File: src/rtl/mbss_pkg.sv
// ============================================================================
// mbss_pkg
// Shared types, constants and the per-byte compare rule of the masked byte
// signature scanner.
// ============================================================================
package mbss_pkg;

   // Signature and stream geometry
   localparam int MAX_SIGNATURE_DEFAULT = 16;
   localparam int SIG_BYTES             = 16;
   localparam int ADDR_W                = 48;
   localparam int LEN_W                 = 5;
   localparam int CSR_DATA_W            = 64;
   localparam int CSR_INDEX_W           = 2;
   localparam int MODES_W               = 2 * SIG_BYTES;

   localparam logic [7:0] HI_NIBBLE_MASK = 8'hF0;
   localparam logic [7:0] LO_NIBBLE_MASK = 8'h0F;

   // Register map
   typedef enum logic [CSR_INDEX_W-1:0] {
      CSR_PATTERN_LOW    = 2'd0,
      CSR_PATTERN_HIGH   = 2'd1,
      CSR_BYTE_MODES     = 2'd2,
      CSR_PATTERN_LENGTH = 2'd3
   } csr_index_type;

   // Per-byte compare modes
   typedef enum logic [1:0] {
      MODE_EXACT     = 2'd0,
      MODE_ANY       = 2'd1,
      MODE_NIBBLE    = 2'd2,
      MODE_EXACT_ALT = 2'd3
   } byte_mode_type;

   typedef logic [SIG_BYTES-1:0][7:0] sig_bytes_type;

   // One signature byte against one data byte
   function automatic logic byte_ok(input byte_mode_type mode, input logic [7:0] pat,
                                    input logic [7:0] data);
      logic hi_ok;
      logic lo_ok;
      logic ok;
      hi_ok = ((pat & HI_NIBBLE_MASK) == 8'h00) ||
              ((pat & HI_NIBBLE_MASK) == (data & HI_NIBBLE_MASK));
      lo_ok = ((pat & LO_NIBBLE_MASK) == 8'h00) ||
              ((pat & LO_NIBBLE_MASK) == (data & LO_NIBBLE_MASK));
      unique case (mode)
         MODE_ANY:       ok = 1'b1;
         MODE_NIBBLE:    ok = hi_ok && lo_ok;
         MODE_EXACT,
         MODE_EXACT_ALT: ok = (pat == data);
         default:        ok = (pat == data);
      endcase
      return ok;
   endfunction

endpackage

File: src/rtl/mbss_req_if.sv
// ============================================================================
// mbss_req_if
// Input channel of the scanner: one memory byte with its address and markers.
// ============================================================================
interface mbss_req_if;
   import mbss_pkg::*;

   logic              valid;
   logic              ready;
   logic [7:0]        data_byte;
   logic [ADDR_W-1:0] byte_address;
   logic              region_start;
   logic              scan_start;
   logic              scan_end;

   modport source (output valid, data_byte, byte_address, region_start, scan_start,
                   scan_end, input ready);
   modport sink   (input valid, data_byte, byte_address, region_start, scan_start,
                   scan_end, output ready);
endinterface

File: src/rtl/mbss_rsp_if.sv
// ============================================================================
// mbss_rsp_if
// Result channel of the scanner: found flag and match start address.
// ============================================================================
interface mbss_rsp_if;
   import mbss_pkg::*;

   logic              valid;
   logic              ready;
   logic              found;
   logic [ADDR_W-1:0] match_address;

   modport source (output valid, found, match_address, input ready);
   modport sink   (input valid, found, match_address, output ready);
endinterface

File: src/rtl/mbss_match.sv
// ============================================================================
// mbss_match
// Parallel compare of the byte window against the masked signature. The
// signature is aligned so that its last byte sits on the newest window byte.
// ============================================================================
module mbss_match #(
   parameter int WIN_DEPTH = mbss_pkg::SIG_BYTES
) (
   input  logic [WIN_DEPTH-1:0][7:0]    window,
   input  logic [mbss_pkg::LEN_W-1:0]   fill,
   input  logic [mbss_pkg::LEN_W-1:0]   sig_len,
   input  mbss_pkg::sig_bytes_type      sig_bytes,
   input  logic [mbss_pkg::MODES_W-1:0] sig_modes,
   output logic                         hit
);
   import mbss_pkg::*;

   logic [SIG_BYTES-1:0][7:0] win_pad;
   logic [SIG_BYTES-1:0][3:0] win_sel;
   logic [SIG_BYTES-1:0]      byte_hit;

   // Zero-pad the window to the full signature width
   always_comb begin
      win_pad = '0;
      for (int i = 0; i < SIG_BYTES; i++) begin
         if (i < WIN_DEPTH) begin
            win_pad[i] = window[i];
         end
      end
   end

   // Signature byte k compares with window entry len-1-k; bytes past len pass
   always_comb begin
      for (int k = 0; k < SIG_BYTES; k++) begin
         win_sel[k]  = 4'(sig_len - 5'd1 - LEN_W'(k));
         byte_hit[k] = (LEN_W'(k) >= sig_len) ||
                       byte_ok(byte_mode_type'(sig_modes[2*k +: 2]), sig_bytes[k],
                               win_pad[win_sel[k]]);
      end
   end

   assign hit = (fill >= sig_len) && (&byte_hit);

endmodule

File: src/rtl/masked_byte_signature_scanner.sv
// ============================================================================
// masked_byte_signature_scanner
// Streams memory bytes and reports the first match of a masked signature.
// ============================================================================
// Usage:
//   req_chan carries one byte per item with its 48-bit address and the
//   region_start / scan_start / scan_end markers. rsp_chan carries at most
//   one result per item: found with the match start address, or not-found
//   (address zero) on the last byte of a scan that had no match.
//   Registers are written through csr_wr_en / csr_index / csr_wr_data,
//   by the user only while the block is idle, which it does not enforce:
//   0 pattern low, 1 pattern high, 2 byte modes, 3 pattern length.
//   Throughput is one item per cycle unless rsp_chan stalls; the result of
//   an item is on rsp_chan in the cycle after its accept; window shift and all
//   signature compares are done in the accept cycle into the result register.
//   Reset (synchronous) opens a scan, empties the window and drops any result.
//   When rsp_chan stalls with a result held, req_chan is held off until the
//   result is taken; taking it frees the input in the same cycle.
// ============================================================================
module masked_byte_signature_scanner #(
   parameter int MAX_SIGNATURE = mbss_pkg::MAX_SIGNATURE_DEFAULT
) (
   input  logic                            clock,
   input  logic                            reset,
   mbss_req_if.sink                        req_chan,
   mbss_rsp_if.source                      rsp_chan,
   input  logic                            csr_wr_en,
   input  logic [mbss_pkg::CSR_INDEX_W-1:0] csr_index,
   input  logic [mbss_pkg::CSR_DATA_W-1:0]  csr_wr_data
);
   import mbss_pkg::*;

   localparam int WIN_DEPTH = (MAX_SIGNATURE < SIG_BYTES) ? MAX_SIGNATURE : SIG_BYTES;
   localparam int FILL_W    = $clog2(WIN_DEPTH + 1);

   // Configuration registers
   logic [63:0]      pattern_low_ff;
   logic [63:0]      pattern_high_ff;
   logic [MODES_W-1:0] byte_modes_ff;
   logic [LEN_W-1:0] pattern_length_ff;

   // Scan state
   logic [WIN_DEPTH-1:0][7:0] win_ff, win_in;
   logic [FILL_W-1:0]         fill_ff, fill_in;
   logic                      seen_ff, seen_in;

   // Result register
   logic              rsp_valid_ff;
   logic              found_ff, found_in;
   logic [ADDR_W-1:0] addr_ff, addr_in;

   logic             accept;
   logic             win_clear;
   logic             scan_open;
   logic             hit;
   logic             emit;
   logic [LEN_W-1:0] sig_len;
   sig_bytes_type    sig_bytes;

   // Configuration writes
   always_ff @(posedge clock) begin
      if (reset) begin
         pattern_low_ff    <= '0;
         pattern_high_ff   <= '0;
         byte_modes_ff     <= '0;
         pattern_length_ff <= LEN_W'(1);
      end else if (csr_wr_en) begin
         unique case (csr_index_type'(csr_index))
            CSR_PATTERN_LOW:    pattern_low_ff    <= csr_wr_data;
            CSR_PATTERN_HIGH:   pattern_high_ff   <= csr_wr_data;
            CSR_BYTE_MODES:     byte_modes_ff     <= csr_wr_data[MODES_W-1:0];
            CSR_PATTERN_LENGTH: pattern_length_ff <= csr_wr_data[LEN_W-1:0];
            default: ;
         endcase
      end
   end

   // Effective signature length: zero acts as one, clipped to the window
   always_comb begin
      priority if (pattern_length_ff == '0) begin
         sig_len = LEN_W'(1);
      end else if (pattern_length_ff > LEN_W'(WIN_DEPTH)) begin
         sig_len = LEN_W'(WIN_DEPTH);
      end else begin
         sig_len = pattern_length_ff;
      end
   end

   assign sig_bytes = {pattern_high_ff, pattern_low_ff};

   // Handshake: a held result blocks input until it is taken
   assign req_chan.ready = !rsp_valid_ff || rsp_chan.ready;
   assign accept         = req_chan.valid && req_chan.ready;

   // Window shift; region or scan start empties it (fill restarts at one)
   assign win_clear = req_chan.region_start || req_chan.scan_start;

   always_comb begin
      win_in[0] = req_chan.data_byte;
      for (int i = 1; i < WIN_DEPTH; i++) begin
         win_in[i] = win_ff[i-1];
      end
   end

   always_comb begin
      priority if (win_clear) begin
         fill_in = FILL_W'(1);
      end else if (fill_ff == FILL_W'(WIN_DEPTH)) begin
         fill_in = fill_ff;
      end else begin
         fill_in = fill_ff + FILL_W'(1);
      end
   end

   mbss_match #(
      .WIN_DEPTH (WIN_DEPTH)
   ) u_match (
      .window    (win_in),
      .fill      (LEN_W'(fill_in)),
      .sig_len   (sig_len),
      .sig_bytes (sig_bytes),
      .sig_modes (byte_modes_ff),
      .hit       (hit)
   );

   // Result decision: first match or not-found at scan end, once per scan
   assign scan_open = req_chan.scan_start || !seen_ff;
   assign emit      = scan_open && (hit || req_chan.scan_end);
   assign seen_in   = !scan_open || emit;
   assign found_in  = hit;
   assign addr_in   = hit ? (req_chan.byte_address - ADDR_W'(sig_len - LEN_W'(1)))
                          : '0;

   // Scan state registers
   always_ff @(posedge clock) begin
      if (reset) begin
         fill_ff <= '0;
         seen_ff <= 1'b0;
      end else if (accept) begin
         fill_ff <= fill_in;
         seen_ff <= seen_in;
      end
   end

   always_ff @(posedge clock) begin
      if (accept) begin
         win_ff <= win_in;
      end
   end

   // Result register
   always_ff @(posedge clock) begin
      if (reset) begin
         rsp_valid_ff <= 1'b0;
      end else if (accept && emit) begin
         rsp_valid_ff <= 1'b1;
      end else if (rsp_chan.ready) begin
         rsp_valid_ff <= 1'b0;
      end
   end

   always_ff @(posedge clock) begin
      if (accept && emit) begin
         found_ff <= found_in;
         addr_ff  <= addr_in;
      end
   end

   assign rsp_chan.valid         = rsp_valid_ff;
   assign rsp_chan.found         = found_ff;
   assign rsp_chan.match_address = addr_ff;

   // Checks
   a_notfound_zero_addr: assert property (@(posedge clock) disable iff (reset)
      rsp_valid_ff && !found_ff |-> addr_ff == '0)
      else $error("not-found result carries a nonzero address");

   a_emit_closes_scan: assert property (@(posedge clock) disable iff (reset)
      accept && emit |=> seen_ff && rsp_valid_ff)
      else $error("result emitted without closing the scan");

   a_fill_bound: assert property (@(posedge clock) disable iff (reset)
      fill_ff <= FILL_W'(WIN_DEPTH))
      else $error("window fill beyond window depth");

   a_idle_state_holds: assert property (@(posedge clock) disable iff (reset)
      !accept |=> $stable(fill_ff) && $stable(seen_ff))
      else $error("scan state changed without an accepted item");

   a_closed_scan_silent: assert property (@(posedge clock) disable iff (reset)
      accept && seen_ff && !req_chan.scan_start |-> !emit)
      else $error("result from a closed scan");

endmodule
File: src/flat_wrapper.sv
// flat-port wrapper written by rule: the top's interface ports become plain ports
module masked_byte_signature_scanner_flat import mbss_pkg::*;
#(
   parameter int MAX_SIGNATURE = mbss_pkg::MAX_SIGNATURE_DEFAULT
)
  (clock, reset, csr_wr_en, csr_index, csr_wr_data, req_chan_valid, req_chan_data_byte, req_chan_byte_address, req_chan_region_start, req_chan_scan_start, req_chan_scan_end, req_chan_ready, rsp_chan_valid, rsp_chan_found, rsp_chan_match_address, rsp_chan_ready);
  mbss_req_if req_chan_i ();
  mbss_rsp_if rsp_chan_i ();
  input  logic clock;
  input  logic reset;
  input  logic csr_wr_en;
  input  logic [mbss_pkg::CSR_INDEX_W-1:0] csr_index;
  input  logic [mbss_pkg::CSR_DATA_W-1:0] csr_wr_data;
  input wire logic [$bits(req_chan_i.valid)-1:0] req_chan_valid;
  input wire logic [$bits(req_chan_i.data_byte)-1:0] req_chan_data_byte;
  input wire logic [$bits(req_chan_i.byte_address)-1:0] req_chan_byte_address;
  input wire logic [$bits(req_chan_i.region_start)-1:0] req_chan_region_start;
  input wire logic [$bits(req_chan_i.scan_start)-1:0] req_chan_scan_start;
  input wire logic [$bits(req_chan_i.scan_end)-1:0] req_chan_scan_end;
  output wire logic [$bits(req_chan_i.ready)-1:0] req_chan_ready;
  output wire logic [$bits(rsp_chan_i.valid)-1:0] rsp_chan_valid;
  output wire logic [$bits(rsp_chan_i.found)-1:0] rsp_chan_found;
  output wire logic [$bits(rsp_chan_i.match_address)-1:0] rsp_chan_match_address;
  input wire logic [$bits(rsp_chan_i.ready)-1:0] rsp_chan_ready;
  assign req_chan_i.valid = req_chan_valid;
  assign req_chan_i.data_byte = req_chan_data_byte;
  assign req_chan_i.byte_address = req_chan_byte_address;
  assign req_chan_i.region_start = req_chan_region_start;
  assign req_chan_i.scan_start = req_chan_scan_start;
  assign req_chan_i.scan_end = req_chan_scan_end;
  assign req_chan_ready = req_chan_i.ready;
  assign rsp_chan_valid = rsp_chan_i.valid;
  assign rsp_chan_found = rsp_chan_i.found;
  assign rsp_chan_match_address = rsp_chan_i.match_address;
  assign rsp_chan_i.ready = rsp_chan_ready;
  masked_byte_signature_scanner #(.MAX_SIGNATURE(MAX_SIGNATURE)) u_core (.clock(clock), .reset(reset), .req_chan(req_chan_i), .rsp_chan(rsp_chan_i), .csr_wr_en(csr_wr_en), .csr_index(csr_index), .csr_wr_data(csr_wr_data));
endmodule
File: config.mk
export PLATFORM = sky130hd
export DESIGN_NAME = masked_byte_signature_scanner_flat
export DESIGN_NICKNAME = d
export VERILOG_FILES = /design/src/rtl/mbss_pkg.sv /design/src/rtl/mbss_req_if.sv /design/src/rtl/mbss_rsp_if.sv /design/src/rtl/mbss_match.sv /design/src/rtl/masked_byte_signature_scanner.sv /design/src/flat_wrapper.sv
export SDC_FILE = /design/constraint.sdc
export NUM_CORES = 1
export LEC_CHECK = 0
export BUFFER_PORTS_ARGS = -buffer_cell sky130_fd_sc_hd__buf_2
export CAP_MARGIN = 10
export CORE_MARGIN = 2
export CORE_UTILIZATION = 50
export CTS_CLUSTER_SIZE = 12
export DETAILED_ROUTE_END_ITERATION = 16
export GPL_TIMING_DRIVEN = 0
export PLACE_DENSITY = 0.77
export SLEW_MARGIN = 5
export SYNTH_ARGS = -nofsm -noshare
export SYNTH_HDL_FRONTEND = slang
export SYNTH_SLANG_ARGS = --single-unit
File: constraint.sdc
create_clock -name clock -period 11.9 [get_ports clock]
set_clock_uncertainty 0.2 [all_clocks]
set_input_delay 0.595 -clock clock [delete_from_list [all_inputs] [get_ports clock]]
set_output_delay 0.595 -clock clock [all_outputs]
set_load 0.01 [all_outputs]
### Word level (Yosys, flattened, before mapping)

Index checks and enable logic that the tools add are counted.

| word-level totals | value |
|---|---|
| register bits | 341 |
| bits of input ports | 130 |

| operators by class | value |
|---|---|
| $add $sub $neg | 19 |
| equality and inequality tests | 100 |
| reductions and logical operators | 148 |
| order comparisons | 34 |
| muxes and demuxes | 54 |

Operators with widths:

| cell | count |
|---|---|
| binary-select mux 8 bit (select 4 bit) | 16 |
| logical NOT 8 bit | 32 |
| equality test 4 bit | 32 |
| equality test 8 bit | 16 |
| two-way mux 8 bit | 16 |
| less-than comparator 4 x 5 -> 1 bit (second input constant) | 16 |
| equality test 2 bit (second input constant) | 34 |
| logical OR 1 bit | 53 |
| case mux 1 bit (3 select lines) | 16 |
| subtractor 48 bit | 1 |
| greater-or-equal comparator 4 x 5 -> 1 bit (first input constant) | 8 |
| equality test 2 x 1 -> 1 bit (second input constant) | 17 |
| logical NOT 2 bit | 17 |
| OR reduction 2 bit | 16 |
| subtractor 4 bit (second input constant) | 8 |
| greater-or-equal comparator 3 x 5 -> 1 bit (first input constant) | 4 |
| logical AND 1 bit | 20 |
| two-way mux 5 bit | 4 |
| AND reduction 16 bit | 1 |
| subtractor 4 x 3 -> 4 bit (second input constant) | 4 |
| greater-or-equal comparator 1 x 5 -> 1 bit (first input constant) | 2 |
| greater-or-equal comparator 2 x 5 -> 1 bit (first input constant) | 2 |
| AND reduction 2 bit | 4 |
| subtractor 4 x 1 -> 4 bit (second input constant) | 2 |
| 10 further kinds | 14 |

### Depth between registers and ports, before layout

| depth | value |
|---|---|
| depth in word-level cells | 18 |
| mapped depth | 26 |
| gate-level depth less buffers | 19 |

### Modules after synthesis

Synthesis repeated with hierarchy kept, for this count alone.

| unflattened totals | value |
|---|---|
| cells, all modules | 2667 |
| area, all modules | 24227.0 um2 |

Modules (own cells, without submodules):

| module | instances | cells an instance | area an instance (um2) | sequential area each (um2) |
|---|---|---|---|---|
| masked_byte_signature_scanner | 1 | 1425 | 14217.4 | 8518.2 |
| mbss_match | 1 | 1242 | 10009.6 | 0.0 |

### Worst setup path after synthesis

OpenSTA, ideal clock, no wires.

| timing path | value |
|---|---|
| path type | reg-to-reg |
| from | reg u_core.pattern_length_ff[1] |
| to | reg u_core.found_ff (netlist: u_core.rsp_chan.found) (enable) |
| setup slack | 3.199 ns |
| period minus slack after synthesis | 8.701 ns |
| library setup time | 0.472 ns |
| data arrival time | 8.030 ns |
| buffers on the path | 8 |
| cell stages (with the launch flop) | 25 |
| path through | dfxtp_1 -> nor4_4 -> nor2_4 -> buf_6 -> buf_2 -> ha_1 -> clkbuf_1 -> inv_1 -> clkbuf_1 -> buf_1 -> ha_1 -> a41o_1 -> buf_1 -> o21ai_0 -> a2111o_1 -> o2111ai_1 -> a21bo_1 -> o31a_1 -> a2111oi_1 -> nand4_1 -> nand4b_1 -> or3_1 -> buf_2 -> buf_6 -> a21oi_1 |

| on the way | value |
|---|---|
| cells in the longest elaborated chain, start to end | 17 |

RTL lines:

| what | RTL line | RTL |
|---|---|---|
| start: declaration | masked_byte_signature_scanner.sv:40 | `logic [LEN_W-1:0] pattern_length_ff;` |
| start signal: assignment | masked_byte_signature_scanner.sv:72 | `CSR_PATTERN_LENGTH: pattern_length_ff <= csr_wr_data[LEN_W-1:0];` |
| > comparator 5 bit | masked_byte_signature_scanner.sv:82 | `end else if (pattern_length_ff > LEN_W'(WIN_DEPTH)) begin` |
| two-way mux 5 bit | masked_byte_signature_scanner.sv:82 |  |
| two-way mux 5 bit * | masked_byte_signature_scanner.sv:80 | `priority if (pattern_length_ff == '0) begin` |
| subtractor 4 x 1 -> 4 bit | mbss_match.sv:35 | `win_sel[k] = 4'(sig_len - 5'd1 - LEN_W'(k));` |
| subtractor 4 x 1 -> 4 bit, or another cell as far along | mbss_match.sv:35 |  |
| binary-select mux 8 bit (select 4 bit) | mbss_match.sv:38 | `win_pad[win_sel[k]]);` |
| two-way mux 8 bit (implied by the code) | mbss_match.sv:38 |  |
| equality test 4 bit, on equally long branches | mbss_pkg.sv:45, mbss_pkg.sv:47 |  |
| logical OR 1 bit, on equally long branches | mbss_pkg.sv:44, mbss_pkg.sv:46 |  |
| logical AND 1 bit | mbss_pkg.sv:50 | `MODE_NIBBLE: ok = hi_ok && lo_ok;` |
| case mux 1 bit (3 select lines) | mbss_pkg.sv:48 | `unique case (mode)` |
| logical OR 1 bit | mbss_match.sv:36 | `byte_hit[k] = (LEN_W'(k) >= sig_len) \|\|` |
| AND reduction 16 bit | mbss_match.sv:42 | `assign hit = (fill >= sig_len) && (&byte_hit);` |
| logical AND 1 bit * | mbss_match.sv:42 |  |
| logical OR 1 bit * | masked_byte_signature_scanner.sv:128 | `assign emit = scan_open && (hit \|\| req_chan.scan_end);` |
| logical AND 1 bit * | masked_byte_signature_scanner.sv:128 |  |
| logical AND 1 bit * | masked_byte_signature_scanner.sv:163 | `if (accept && emit) begin` |
| end signal: assignment | masked_byte_signature_scanner.sv:164 | `found_ff <= found_in;` |
| end: declaration | masked_byte_signature_scanner.sv:49 | `logic found_ff, found_in;` |

Mark *: on every way between the ends. The rest lies on a longest branch, timed or not. The select of a mux whose other input is x is not followed.
A chain may end at the register's enable or synchronous reset.

### Worst setup path after layout

| timing path | value |
|---|---|
| from | reg u_core.pattern_length_ff[4] |
| to | reg u_core.addr_ff[13] (netlist: u_core.rsp_chan.match_address[13]) (enable) |

| on the way | value |
|---|---|
| cells in the longest elaborated chain, start to end | 17 |

RTL lines:

| what | RTL line | RTL |
|---|---|---|
| > comparator 5 bit | masked_byte_signature_scanner.sv:82 |  |
| two-way mux 5 bit | masked_byte_signature_scanner.sv:82 |  |
| two-way mux 5 bit * | masked_byte_signature_scanner.sv:80 |  |
| subtractor 4 x 1 -> 4 bit | mbss_match.sv:35 |  |
| subtractor 4 x 1 -> 4 bit, or another cell as far along | mbss_match.sv:35 |  |
| binary-select mux 8 bit (select 4 bit) | mbss_match.sv:38 |  |
| two-way mux 8 bit (implied by the code) | mbss_match.sv:38 |  |
| equality test 4 bit, on equally long branches | mbss_pkg.sv:45, mbss_pkg.sv:47 |  |
| logical OR 1 bit, on equally long branches | mbss_pkg.sv:44, mbss_pkg.sv:46 |  |
| logical AND 1 bit | mbss_pkg.sv:50 |  |
| case mux 1 bit (3 select lines) | mbss_pkg.sv:48 |  |
| logical OR 1 bit | mbss_match.sv:36 |  |
| AND reduction 16 bit | mbss_match.sv:42 |  |
| logical AND 1 bit * | mbss_match.sv:42 |  |
| logical OR 1 bit * | masked_byte_signature_scanner.sv:128 |  |
| logical AND 1 bit * | masked_byte_signature_scanner.sv:128 |  |
| logical AND 1 bit * | masked_byte_signature_scanner.sv:163 |  |
| end signal: assignment | masked_byte_signature_scanner.sv:165 | `addr_ff <= addr_in;` |
| end: declaration | masked_byte_signature_scanner.sv:50 | `logic [ADDR_W-1:0] addr_ff, addr_in;` |

Marks and branches as above.

==> summary.md <==
| Metric | Value |
|---|---|
| DRC viols | 0 |
| Clock power frac | 37.4% |
| Fin. Hold Viols | 0 |
| Drt via density | 6.624 |
| Hold buffer count at CTS | 0 |
| DIE AREA | 50030 sq um |
| Largest net degree at the start of global routing | 69 |
| Number of global-route vias before repair | 20610 |
| Top cells by area, synth | edfxtp_1, mux4_2, dfxtp_1 |
| Netlist Area Pre-Place | 24130 sq um |
| Crit. End Element | flip-flop |
| Placed inst area | 25910 sq um |
| Die Y-Extent | 223.7 microns |
| First DRT Iteration DRCs | 2777 |
| H-tree levels | 2 |
| Count leader, synth | nand2_1 |
| Area grow syn2layout | 13.22% |
| Int Pwr | 2.414 mW |
| Clk slew on worst S/H paths | 0.06 ns |
| Post-route cell area | 27320 sq um |
| Final nets | 2899 |
| Fin. max-slew vios | 0 |
| Post-synth top flop | dfxtp_1 |
| CTS resizes | 0 |
| I/O Buffers | 179 |
| Die Wd | 223.7 microns |
| Total congestion overflow | 0 |
| CP max FO | 32 |
| Unrepaired setup endpoints after global routing | false |
| Drt wl/cell | 27.61 microns |
| Post-synthesis cell count | 2445 |
| CP startpoint kind | flip-flop |
| Combinational power share | 24.3% |
| Hold Path Class | in2reg |
| Reg2Reg Setup Slack | 1.40 ns |
| I/O pins | 181 |
| Pwr/cell area | 128.9 nW/um^2 |
| Final setup fails | 0 |
| Yosys top cell area share | 21.03% |
| Hpwl dp | 72.12 mm |
| Worst Max-Slew Pin Slew | 1.266 ns |
| Seq/Total Area, Yosys | 35.30% |
| TritonCTS Buffers | 41 |
| Synthesized Nets | 2671 |
| Fin crit period | 10.50 ns |
| CP required | 11.96 ns |
| Maximum vdd drop | 0.1057 mV |
| Post-synthesis register bit count | 341 |
| Switching part of the total power | 31.42% |
| GRT Util Overall | 36.00% |
| Cells after DPL | 3243 |
| Highest Clock Rate | 0.09521 GHz |
| Initial Utilization | 50.64% |
| First-pass GRT wire length | 132.8 mm |
| # Max-Cap Violations | 0 |
| Slew HR | 15.62% |
| CTS tree | yes |
| Longest Clk Path Bufs | 3 |
| Crit Path Category | reg2reg |
| Reg power frac | 38.4% |
| Share of layout cells above drive strength 1 | 18.14% |
| Netlist cell types | 90 |
| Routed Wire Length | 91.60 mm |
| Initial antenna violation count | 2 |
| Synthesis Warnings | 0 |
| Clock root buffer master | clkbuf_16 |
| Net Sw Power | 1.106 mW |
| Fin crit share | 88.26% |
| Final Non-Filler Cells | 3318 |
| Most frequent cells after synthesis | nand2_1, a21oi_1, dfxtp_1 |
| Dominant cell type by area after synthesis | edfxtp_1 |
| Status | finished clean |
| Clock sink total | 341 |
| Row cnt | 80 |
| Core area | 47650 sq um |
| DRT Pass-1 Iters | 6 |
| Number of flops mapped to enable cells by yosys | 169 |
| Post-CTS setup buffers | 0 |
| Ys async rst share | 0% |
| Post-route ant nets | 0 |
| Syn Area/Cell | 9.868 sq um |
| Later-pin clock latency in the skew report | 0.59 ns |
| Arrival @ worst endpoint | 10.57 ns |
| RD Place Congestion | 1.037 |
| Leakage | 10.35 nW |
| Via count | 21978 |
-- cells by family after synthesis --
kind of cell	share of synthesized area (%)
AOI/OAI and AO/OA	13.50
xor gates and xnor gates	6.057
adders and majority gates	5.103
buffers and inverters	3.884
DFF	35.30
muxes	21.32
and+or+nand+nor	14.83
-- state kept, by name (all words and copies together), names as in the netlist --
name and count:
u_core.byte_modes_ff 32, u_core.pattern_length_ff 5, u_core.rsp_chan.found 1, u_core.rsp_chan.valid 1, u_core.seen_ff 1, u_core.pattern_low_ff 64
u_core.fill_ff 5, u_core.pattern_high_ff 64, u_core.rsp_chan.match_address 48, u_core.win_ff 120
-- layer usage --
metal  global-route usage [%]  part of all wire (%)
met3                    8.775                    11
met1                    46.99                    38
met4                    19.44                   6.3
met2                    55.42                    44
met5                        0                 0.019
-- power by group through the flow --
stage / Sequential (mW) / Clock [mW] / Combinational, mW
2_1_floorplan: 1.35 / 0 / 0.544
3_3_place_gp: 1.37 / 0 / 0.803
3_5_place_dp: 1.37 / 0 / 0.821
4_1_cts: 1.35 / 1.32 / 0.827
5_1_grt: 1.35 / 1.36 / 0.893
6_report: 1.35 / 1.32 / 0.854
-- final timing paths --
check / from / end / depth (start not counted)
hold / removal: req_chan_data_byte[1] / u_core.win_ff[1] / 1
hold reg to reg: u_core.byte_modes_ff[22] / u_core.byte_modes_ff[22] / 2
setup / recovery: u_core.pattern_length_ff[4] / u_core.rsp_chan.match_address[13] / 24
setup reg to reg: u_core.pattern_length_ff[4] / u_core.rsp_chan.match_address[13] / 24
-- area by class of cell --
cell class,instances,area (sq um)
Timing Repair Buffer,185,1003
Tap cell,615,769.5
Buffer,157,681.9
Clock inverter,11,150.1
Multi-Input combinational cell,1878,14690
Clock buffer,60,1241
Fill cell,4135,20330
Inverter,69,259.0
Antenna cell,2,5.005
Sequential cell,341,8518
-- per-stage QoR --
step	hold WS, ns	worst slack (ns)	setup TNS [ns]	power [mW]	utilization [%]
2_1_floorplan	0.2429	3.199	0	1.898	-
5_1_grt	0.04867	1.439	0	3.610	57.33
4_1_cts	0.03979	1.824	0	3.494	57.30
3_3_place_gp	0.2629	-0.5755	-27.86	2.177	54.14
6_report	0.05213	1.397	0	3.520	57.33
3_5_place_dp	0.2752	1.900	0	2.192	54.38
-- critical path, cell delays in order, from the launching register on --
cell and delay [ns]:
dfxtp_1 0.30, buf_4 0.17, nand2b_1 0.24, buf_2 0.33, clkbuf_1 0.97, ha_1 0.47, clkbuf_1 0.28, inv_1 0.29
clkbuf_1 0.62, buf_1 0.63, ha_1 0.21, clkbuf_1 0.61, clkbuf_1 0.79, mux2_2 0.49, mux2i_1 0.30, xor2_1 0.21
nand4_1 0.29, a2111oi_0 0.50, nand4_1 0.13, nand4b_1 0.26, or3_1 0.47, buf_2 0.26, buf_6 0.19, a21oi_4 0.58
buf_12 0.29
-- placed cells by master, fill, tap and decap left out, types with 91 or more instances in the layout --
cell type,n
a21oi_1,244
edfxtp_1,169
xor2_1,91
mux4_2,160
buf_2,206
ha_1,96
nand2_1,426
mux2i_1,139
nor2_1,105
dfxtp_1,172
clkbuf_1,111
No activity file was read; power rests on OpenSTA's default activity.
